===== src/rtl/aea_pkg.sv =====
package aea_pkg;

  // event kinds
  localparam logic [1:0] KIND_AXIS = 2'd0;
  localparam logic [1:0] KIND_SYNC = 2'd1;

  // axis codes
  localparam logic [15:0] AXIS_X = 16'd0;
  localparam logic [15:0] AXIS_Y = 16'd1;
  localparam logic [15:0] AXIS_Z = 16'd2;

  // configuration register indexes
  localparam logic REG_ENABLE = 1'b0;
  localparam logic REG_SCALE  = 1'b1;

  localparam int unsigned SCALE_W   = 24;
  localparam int unsigned CFG_W     = SCALE_W;
  localparam logic [SCALE_W-1:0] SCALE_RESET = 24'd167886;

  // time conversion factors
  localparam logic [29:0] NS_PER_SEC  = 30'd1000000000;
  localparam logic [9:0]  NS_PER_USEC = 10'd1000;

  // job queue, depth must be a power of two
  localparam int unsigned QUEUE_DEPTH = 4;
  localparam int unsigned QUEUE_PTR_W = $clog2(QUEUE_DEPTH);

  typedef struct packed {
    logic [1:0]         event_kind;
    logic [15:0]        axis_code;
    logic signed [15:0] sample_value;
    logic [31:0]        time_sec;
    logic [19:0]        time_usec;
  } in_item_t;

  typedef struct packed {
    logic [61:0]        timestamp_ns;
    logic signed [39:0] accel_x_scaled;
    logic signed [39:0] accel_y_scaled;
    logic signed [39:0] accel_z_scaled;
  } out_item_t;

  // work handed from the front to the back
  typedef struct packed {
    logic [31:0]        time_sec;
    logic [19:0]        time_usec;
    logic signed [15:0] avg_x;
    logic signed [15:0] avg_y;
    logic signed [15:0] avg_z;
  } job_t;

endpackage


===== src/rtl/aea_front.sv =====
module aea_front (
  input  logic              clk,
  input  logic              rst,
  input  logic              in_valid,
  output logic              in_ready,
  input  aea_pkg::in_item_t in_data,
  input  logic              accel_enable,
  input  logic              queue_full,
  output logic              push,
  output aea_pkg::job_t     job
);
  import aea_pkg::*;

  logic signed [15:0] latest_x, latest_y, latest_z;
  logic signed [15:0] avg_x, avg_y, avg_z;
  logic [2:0]         seen_bits;
  logic               changed_flag;
  logic               accept;
  logic               take_axis;
  logic               sync_ok;
  logic signed [15:0] avg_x_next, avg_y_next, avg_z_next;

  // (avg + latest) / 2, truncated toward zero
  function automatic logic signed [15:0] avg_step(input logic signed [15:0] avg,
                                                   input logic signed [15:0] latest);
    logic signed [16:0] sum;
    begin
      sum = {avg[15], avg} + {latest[15], latest};
      sum = sum + {16'd0, sum[16]};
      return sum[16:1];
    end
  endfunction

  // classify the incoming beat
  assign in_ready  = !queue_full;
  assign accept    = in_valid && in_ready && accel_enable;
  assign take_axis = accept && (in_data.event_kind == KIND_AXIS);
  assign sync_ok   = accept && (in_data.event_kind == KIND_SYNC) && changed_flag &&
                     (seen_bits == 3'b111);

  assign avg_x_next = avg_step(avg_x, latest_x);
  assign avg_y_next = avg_step(avg_y, latest_y);
  assign avg_z_next = avg_step(avg_z, latest_z);

  // job for the back end
  assign push          = sync_ok;
  assign job.time_sec  = in_data.time_sec;
  assign job.time_usec = in_data.time_usec;
  assign job.avg_x     = avg_x_next;
  assign job.avg_y     = avg_y_next;
  assign job.avg_z     = avg_z_next;

  // axis capture and averaging state; samples are already 16-bit so no clamp
  always_ff @(posedge clk) begin
    if (rst) begin
      latest_x     <= '0;
      latest_y     <= '0;
      latest_z     <= '0;
      avg_x        <= '0;
      avg_y        <= '0;
      avg_z        <= '0;
      seen_bits    <= '0;
      changed_flag <= 1'b0;
    end else if (take_axis) begin
      case (in_data.axis_code)
        AXIS_X: begin
          if (latest_x != in_data.sample_value) changed_flag <= 1'b1;
          latest_x     <= in_data.sample_value;
          seen_bits[0] <= 1'b1;
        end
        AXIS_Y: begin
          if (latest_y != in_data.sample_value) changed_flag <= 1'b1;
          latest_y     <= in_data.sample_value;
          seen_bits[1] <= 1'b1;
        end
        AXIS_Z: begin
          if (latest_z != in_data.sample_value) changed_flag <= 1'b1;
          latest_z     <= in_data.sample_value;
          seen_bits[2] <= 1'b1;
        end
        default: begin
        end
      endcase
    end else if (sync_ok) begin
      avg_x        <= avg_x_next;
      avg_y        <= avg_y_next;
      avg_z        <= avg_z_next;
      seen_bits    <= '0;
      changed_flag <= 1'b0;
    end
  end

`ifndef SYNTH
  // an emitted sample starts a fresh collection
  assert property (@(posedge clk) disable iff (rst)
    push |=> (seen_bits == 3'b000) && !changed_flag)
    else $error("seen bits or changed flag not cleared after emit");
`endif

endmodule


===== src/rtl/aea_queue.sv =====
module aea_queue (
  input  logic          clk,
  input  logic          rst,
  input  logic          push,
  input  aea_pkg::job_t push_data,
  output logic          full,
  input  logic          pop,
  output aea_pkg::job_t pop_data,
  output logic          not_empty
);
  import aea_pkg::*;

  job_t                   entries [QUEUE_DEPTH];
  logic [QUEUE_PTR_W-1:0] wr_ptr;
  logic [QUEUE_PTR_W-1:0] rd_ptr;
  logic [QUEUE_PTR_W:0]   count;

  assign full      = (count == QUEUE_DEPTH[QUEUE_PTR_W:0]);
  assign not_empty = (count != '0);
  assign pop_data  = entries[rd_ptr];

  // pointers and fill count
  always_ff @(posedge clk) begin
    if (rst) begin
      wr_ptr <= '0;
      rd_ptr <= '0;
      count  <= '0;
    end else begin
      if (push) wr_ptr <= wr_ptr + 1'b1;
      if (pop)  rd_ptr <= rd_ptr + 1'b1;
      case ({push, pop})
        2'b10:   count <= count + 1'b1;
        2'b01:   count <= count - 1'b1;
        default: count <= count;
      endcase
    end
  end

  // entry storage
  always_ff @(posedge clk) begin
    if (push) entries[wr_ptr] <= push_data;
  end

`ifndef SYNTH
  assert property (@(posedge clk) disable iff (rst)
    count <= QUEUE_DEPTH[QUEUE_PTR_W:0])
    else $error("job queue count beyond depth");
  assert property (@(posedge clk) disable iff (rst)
    pop |-> not_empty)
    else $error("job queue popped while empty");
`endif

endmodule


===== src/rtl/aea_back.sv =====
module aea_back (
  input  logic                          clk,
  input  logic                          rst,
  input  logic                          job_valid,
  output logic                          job_ready,
  input  aea_pkg::job_t                 job,
  input  logic [aea_pkg::SCALE_W-1:0]   scale_q24,
  output logic                          out_valid,
  input  logic                          out_ready,
  output aea_pkg::out_item_t            out_data
);
  import aea_pkg::*;

  logic               s1_valid;
  logic               s1_load;
  logic               s2_take;
  logic [61:0]        sec_ns;
  logic [29:0]        usec_ns;
  logic signed [39:0] prod_x, prod_y, prod_z;
  logic signed [40:0] mul_x, mul_y, mul_z;
  logic signed [SCALE_W:0] scale_s;

  // pipeline flow control
  assign s2_take   = s1_valid && (!out_valid || out_ready);
  assign s1_load   = job_valid && (!s1_valid || s2_take);
  assign job_ready = s1_load;

  // scale is unsigned, widened so the product is signed; |result| stays in 40 bits
  assign scale_s = $signed({1'b0, scale_q24});
  assign mul_x   = job.avg_x * scale_s;
  assign mul_y   = job.avg_y * scale_s;
  assign mul_z   = job.avg_z * scale_s;

  // valid bits
  always_ff @(posedge clk) begin
    if (rst) begin
      s1_valid  <= 1'b0;
      out_valid <= 1'b0;
    end else begin
      if (!s1_valid || s2_take) s1_valid  <= job_valid;
      if (!out_valid || out_ready) out_valid <= s1_valid;
    end
  end

  // stage 1: multiplies
  always_ff @(posedge clk) begin
    if (s1_load) begin
      sec_ns  <= {30'd0, job.time_sec} * {32'd0, NS_PER_SEC};
      usec_ns <= {10'd0, job.time_usec} * {20'd0, NS_PER_USEC};
      prod_x  <= mul_x[39:0];
      prod_y  <= mul_y[39:0];
      prod_z  <= mul_z[39:0];
    end
  end

  // stage 2: timestamp sum into the output register
  always_ff @(posedge clk) begin
    if (s2_take) begin
      out_data.timestamp_ns   <= sec_ns + {32'd0, usec_ns};
      out_data.accel_x_scaled <= prod_x;
      out_data.accel_y_scaled <= prod_y;
      out_data.accel_z_scaled <= prod_z;
    end
  end

endmodule


===== src/rtl/accel_event_assembler_unit.sv =====
// Acceleration event assembler. Input beats are axis, sync or other events; axis
// events for x, y and z are captured, and a sync event yields one result beat when
// all three axes were seen since the last result and at least one value changed.
// The result holds the event time in nanoseconds and the running average of each
// axis times the Q0.24 scale. The block takes one event per clock cycle while
// the job queue is not full. A result passes through the job queue written by
// the front end that tracks axis state, then two stages in the back end
// (multipliers, then the timestamp adder and output register). A four-entry job
// queue between front and back lets axis events keep flowing while results are
// stalled at the output; input ready drops only when that queue is full. The user
// must write the configuration (index 0 enable, index 1 scale) only while the
// block is idle; the block itself does not enforce this. It takes effect at once.
module accel_event_assembler_unit (
  input  logic                        clk,
  input  logic                        rst,
  input  logic                        in_valid,
  output logic                        in_ready,
  input  aea_pkg::in_item_t           in_data,
  output logic                        out_valid,
  input  logic                        out_ready,
  output aea_pkg::out_item_t          out_data,
  input  logic                        cfg_wr_en,
  input  logic                        cfg_index,
  input  logic [aea_pkg::CFG_W-1:0]   cfg_wdata
);
  import aea_pkg::*;

  logic               accel_enable;
  logic [SCALE_W-1:0] scale_q24;
  logic               push;
  logic               queue_full;
  logic               pop;
  logic               job_valid;
  job_t               push_job;
  job_t               pop_job;

  // configuration registers
  always_ff @(posedge clk) begin
    if (rst) begin
      accel_enable <= 1'b1;
      scale_q24    <= SCALE_RESET;
    end else if (cfg_wr_en) begin
      case (cfg_index)
        REG_ENABLE: accel_enable <= cfg_wdata[0];
        REG_SCALE:  scale_q24    <= cfg_wdata[SCALE_W-1:0];
        default: begin
        end
      endcase
    end
  end

  aea_front u_front (
    .clk          (clk),
    .rst          (rst),
    .in_valid     (in_valid),
    .in_ready     (in_ready),
    .in_data      (in_data),
    .accel_enable (accel_enable),
    .queue_full   (queue_full),
    .push         (push),
    .job          (push_job)
  );

  aea_queue u_queue (
    .clk       (clk),
    .rst       (rst),
    .push      (push),
    .push_data (push_job),
    .full      (queue_full),
    .pop       (pop),
    .pop_data  (pop_job),
    .not_empty (job_valid)
  );

  aea_back u_back (
    .clk       (clk),
    .rst       (rst),
    .job_valid (job_valid),
    .job_ready (pop),
    .job       (pop_job),
    .scale_q24 (scale_q24),
    .out_valid (out_valid),
    .out_ready (out_ready),
    .out_data  (out_data)
  );

endmodule

===== config.mk =====
export PLATFORM = sky130hd
export DESIGN_NAME = accel_event_assembler_unit
export DESIGN_NICKNAME = d
export VERILOG_FILES = /design/src/rtl/aea_pkg.sv /design/src/rtl/aea_front.sv /design/src/rtl/aea_queue.sv /design/src/rtl/aea_back.sv /design/src/rtl/accel_event_assembler_unit.sv
export SDC_FILE = /design/constraint.sdc
export NUM_CORES = 2
export LEC_CHECK = 0
export ABC_AREA = 1
export BUFFER_PORTS_ARGS = -buffer_cell sky130_fd_sc_hd__buf_2
export CAP_MARGIN = 30
export CORE_MARGIN = 2
export CORE_UTILIZATION = 40
export DETAILED_ROUTE_END_ITERATION = 8
export HOLD_SLACK_MARGIN = 0.15
export PLACE_DENSITY = 0.65
export SLEW_MARGIN = 20
export SYNTH_ARGS = -nofsm -noshare
export SYNTH_HDL_FRONTEND = slang
export SYNTH_SLANG_ARGS = --single-unit

===== constraint.sdc =====
create_clock -name clk -period 13.5 [get_ports clk]
set_input_delay 0.675 -clock clk [delete_from_list [all_inputs] [get_ports clk]]
set_output_delay 0.675 -clock clk [all_outputs]
set_load 0.05 [all_outputs]

# Word-level counts from Yosys, hierarchy flattened
# Memory sizes are Yosys's and may differ from the RTL's. A register that Yosys moved wholly into a read port is not among the register bits.
# Cells that the tools add are included.
classes:
  add_sub_neg: 11
  multipliers: 5
  div: 0
  n_lt_le_gt_ge: 0
  n_eq_ne: 17
  shift: 0
  n_mux: 16
  n_bitwise: 2
  n_reduce_logical: 28
op_table:
  columns: ["op", "n"]
  rows:
  - ["$mul A16 B25 Y40", 3]
  - ["$add A62 B30 Y62", 1]
  - ["$mul A32 B21 Y53 const B", 1]
  - ["$add A16 B16 Y17", 3]
  - ["$add A17 B1 Y17", 3]
  - ["$ne A16 B16 Y1", 3]
  - ["$mul A20 B7 Y27 const B", 1]
  - ["$reduce_and A2 Y1", 9]
  - ["$eq A16 B1 Y1 const B", 1]
  - ["$eq A16 B2 Y1 const B", 1]
  - ["$logic_not A16 Y1", 1]
  - ["$mux W1", 10]
  - ["$ne A3 B3 Y1 const B", 3]
  - ["$logic_and A1 B1 Y1", 8]
  - ["$eq A3 B3 Y1 const B", 2]
  - ["$mux W3", 2]
  - ["$ne A2 B2 Y1 const B", 3]
  - ["$pmux W3 S2", 1]
  - ["$reduce_and A5 Y1", 1]
  - ["$add A2 B1 Y2 const B", 2]
  - ["$eq A2 B1 Y1 const B", 2]
  - ["$mux W2", 2]
  - ["$ne A4 B4 Y1 const B", 1]
  - ["$reduce_bool A2 Y1", 2]
  - ["9 further kinds", 13]
totals:
  ff_bits: 516
  latchBits: 0
  ram_bits: 400
  mem_bits_ro: 0
  input_bits: 116
  output_inout_bits: 184
  word_cells: 106
  n_memories: 1
memory_table:
  columns: ["name", "words", "width", "read_ports", "rd_clocked_by_memory_dff", "write_ports", "line", "rtl"]
  rows:
  - ["u_queue.entries", 4, 100, 1, 1, 1, "aea_queue.sv:13", "job_t entries [QUEUE_DEPTH];"]

# Logic depth before layout (Yosys ltp)
depth:
  ltp_word: 9
  depth_mapped: 34
  mapped_depth_nobuf: 31

# Cells and area by module
# From an unflattened synthesis, not the netlist that was laid out.
unflattened:
  cells_unflattened: 11923
  area_unflattened_um2: 99501.7
by_module_without_submodules:
  columns: ["module", "instances", "cells_each", "area_per_inst_um2", "seq_area_each_um2"]
  rows:
  - ["aea_back", 1, 9093, 73500.5, 11421.0]
  - ["aea_queue", 1, 1026, 15399.8, 12191.7]
  - ["aea_front", 1, 1667, 9634.2, 2001.9]
  - ["accel_event_assembler_unit", 1, 137, 967.2, 500.5]

# Worst setup path before layout
# No wires, ideal clock.
synth_path:
  path_kind: "input to register"
  from: "in out_ready"
  to: "reg u_back.out_data[0] (netlist name)"
  setup_time_ps: 776
  arrival_time_ps: 9303
  required_time_ps: 12724
  slack_ps: 3421
  cell_stages: 2
  n_path_buf: 0
  path_cell_list: "inv_1 a21oi_1"
synth_between:
  elab_chain_cells: 2
synth_rtl:
  columns: ["item", "line", "rtl"]
  rows:
  - ["from (decl)", "accel_event_assembler_unit.sv:20", "input logic out_ready,"]
  - ["$logic_or A1 B1 Y1", "aea_back.sv:24", "assign s2_take = s1_valid && (!out_valid || out_ready);"]
  - ["$logic_and A1 B1 Y1", "aea_back.sv:24", null]
  - ["named net u_back.s2_take", "aea_back.sv:16", "logic s2_take;"]
# The timed path passes the listed nets, and every way through them passes these cells.
# A chain may end at the register's enable or synchronous reset.

==> impl_results.md <==
- Proportion of layout cells with a drive suffix above 1: 0.0628
- Top post-synthesis cells by area: fa_1 28%, edfxtp_1 25%, ha_1 11%
- WS Path Type: reg2reg
- CTS tree: built
- Crit path time final: between 8 and 9 ns
- Actual slew at the worst max-slew pin: around 1.1 ns
- Mapped Cells: ~10000
- GRT overflow: 0
- Final Hold Vio Count: 0
- Commonest non-fill, non-tap cell in the layout: inv_1
- Clock Latency Late Sink: ~0.78 ns
- Worst hold path class: in2reg
- Initial DRC count: between 6000 and 7000
- Root Buffer: clkbuf_16
- Yosys top cell by area: fa_1
- Critical path buffer and inverter count: 7
- WP data arrival: ~9.4 ns
- Clk buf depth: 3
- Hold Startpoint: in_data[25]
- Area occupied by multi-input gates: 0.0583 mm^2
- Crit path depth: 26
- WL/cell: just over 20 um
- Largest net degree at the start of global routing: 177
- Port bufs: just under 300
- CP delay by family, top: adder cells
- Via count: 71300
- Total iterations of the first detailed-routing run: 9
- Fin. max-slew vios: 0
- CP max stage delay: between 0.8 and 0.9 ns
- Initial antenna violation count: 26
- #FFs+latches synth: around 920
- Top FF cell, synth: edfxtp_1
- Clk sinks: slightly above 900
- RSZ-0062 raised after global routing: false
- Critical Path Most Common Cell: fa_1
- R2r worst-path depth: 26
- Row count: 177
- Io pins: 300
- Sequential element share of the synthesized area: 0.278
- Width of the die: a little under 500 um
- Hold path endpoint: u_queue.entries[3][73]$_DFFE_PP_
- Via/cell ratio: 5.15
- Slowest CP cell: a32oi_1
- FMAX: roughly 110 MHz
- Crit path launch type: flip-flop
- Share of the synthesized area in the top cell type: 0.278
- Synthesized area per cell: between 9 and 10 um^2
- First-pass GRT wire length: around 430000 um
- Die ar.: 0.239 mm^2
- H-tree depth: 3
- Height of the die: between 400 and 500 um
- Vias in the first global route: 73300
- CTS clk-pin slew, worst paths: about 0.060 ns
- Ys async rst share: 0
- Final ANT Viol Nets: 0
- Filler cell count in the final layout: about 22000
- # Post-CTS Setup Buffers: 0
- # DRC: 0
- Worst reg-to-reg setup slack: approximately 4.6 ns
- Number of synthesized flops with an enable pin: around 780
- GP Congestion: between 0.9 and 1
- Count of cell types in the netlist: 62
- Reg-to-Reg End: u_back.sec_ns[53]$_DFFE_PP_
- # nets final: approximately 13000
- Gr usage total: 0.234
- Max_slew headroom: 0.274
- Mapped cell area: approximately 0.094 mm^2
- MaxCap Viol Count: 0
- Status: finished, final reports clean
- Setup crit end kind: flip-flop
- Initial core utilization: 0.403
- Crit share post-route: 0.657
- CTS buffer count: 102
- Yosys warns: 0
- Storage cell area: ~0.026 mm^2
- Worst Skew: around 0.069 ns
- Commonest cells after routing, fill and taps aside: 2222 x inv_1, 2098 x nand2_1, 1305 x fa_1
- Post-Route WL: 278000 um
- Finish-stage setup viols: 0
- Worst Path Required: ~14 ns
- Hold Path Stages: 1
- Total core area: ~0.23 mm^2
- Setup total negative slack: 0 ns
- Post-DP HPWL: 220000 um
- Crit Path Max Fanout: 48
- Area Overhead vs Synth: 10.2%
## Yosys cell counts, types with 3 or more instances
cell	count
a211oi_1	30
a21boi_0	9
a21o_1	33
a21oi_1	338
a221oi_1	5
a22o_1	8
a31oi_1	40
a32oi_1	24
and2_1	24
and3_1	8
buf_1	6
buf_2	94
buf_4	4
clkbuf_1	187
clkinv_1	14
dfxtp_1	136
edfxtp_1	779
fa_1	1305
ha_1	802
inv_1	2227
inv_2	5
nand2_1	2098
nand2_2	15
nand3_1	326
nand3_2	6
nand3_4	4
nand3b_1	7
nand4_1	62
nor2_1	952
nor2_2	11
nor2_4	6
nor3_1	46
nor3_2	5
nor4_1	25
o2111ai_1	3
o211ai_1	18
o21a_1	14
o21ai_0	273
o21ai_1	5
o21bai_1	21
o22ai_1	31
or2_2	5
xnor2_1	93
xor2_1	187
xor2_2	4
## cell families after synthesis
kind of cell	synth area share
other cells	0.0000399
simple gates	0.156
flops	0.278
buf+inv	0.103
fa+ha+maj	0.385
xor+xnor	0.0271
compound gates	0.0518
## stage by stage
stage	setup slack, ns	std cells	cell area (um^2)	hold WS [ns]	utilization
after floorplan	3.42	10300	94000	0.400	-
after global placement	4.78	13600	99000	0.401	0.425
after detailed placement	4.69	13600	99300	0.405	0.426
after CTS	4.62	13800	103000	0.154	0.444
after global routing	4.09	13800	104000	0.184	0.444
final	4.64	13800	104000	0.218	0.444
## state kept, by name (all words and copies together), names as in the netlist, 2 cells and up, named ones only
signal / cells
u_queue.wr_ptr: 2
u_queue.count: 3
u_front.avg_x: 16
u_front.avg_z: 16
u_queue.entries: 400
u_queue.rd_ptr: 2
u_front.avg_y: 16
u_front.latest_y: 16
u_back.usec_ns: 27
u_front.latest_x: 16
u_back.prod_y: 40
u_back.out_data: 179
u_back.sec_ns: 53
u_back.prod_z: 40
u_back.prod_x: 40
u_front.latest_z: 16
scale_q24: 24
u_front.seen_bits: 3
## routing by layer
metal,GRT usage,vias up,routed length (um)
met2,0.370,2837,125000
met5,0,-,91
met4,0.0866,16,11000
li1,-,32500,-
met1,0.323,35300,120000
met3,0.0407,600,22800
## layout make-up
cell class,instances,area share
clock inverters,70,0.00835
multi-input cells,6864,0.563
well taps,3132,0.0378
flip-flops and latches,915,0.252
clock buffers,118,0.0258
diodes,10,0.000242
inverters,2246,0.0815
repair buffers,480,0.0309
## timing repair
item | 4_1_cts | 5_1_grt
hold buffers | 63 | 0
hold endpoints to repair | 214 | 0
resized for setup | 0 | 0
## worst reg2reg max path: cells and delay by family, from the launching register on
kind	cells	cell delay, ns
adder cells (fa/ha/maj)	8	3.92
buffers and inverters	7	1.97
AND/OR/NAND/NOR	8	1.19
AO/OA/AOI/OAI	2	0.97
flip-flops	1	0.45
XOR/XNOR	1	0.06
## worst max path at each step
stage                                              end  slack [ns]       from
after floorplan           u_back.out_data[0]$_DFFE_PP_        3.42  out_ready
after global placement     u_back.sec_ns[59]$_DFFE_PP_        4.78  flip-flop
after detailed placement   u_back.sec_ns[53]$_DFFE_PP_        4.69  flip-flop
after CTS                  u_back.sec_ns[53]$_DFFE_PP_        4.62  flip-flop
after global routing       u_back.sec_ns[53]$_DFFE_PP_        4.09  flip-flop
final                      u_back.sec_ns[53]$_DFFE_PP_        4.64  flip-flop
Power is left out: the tool's default activity adds up to more than one toggle a clock period on the data nets, which glitch-free logic cannot reach.
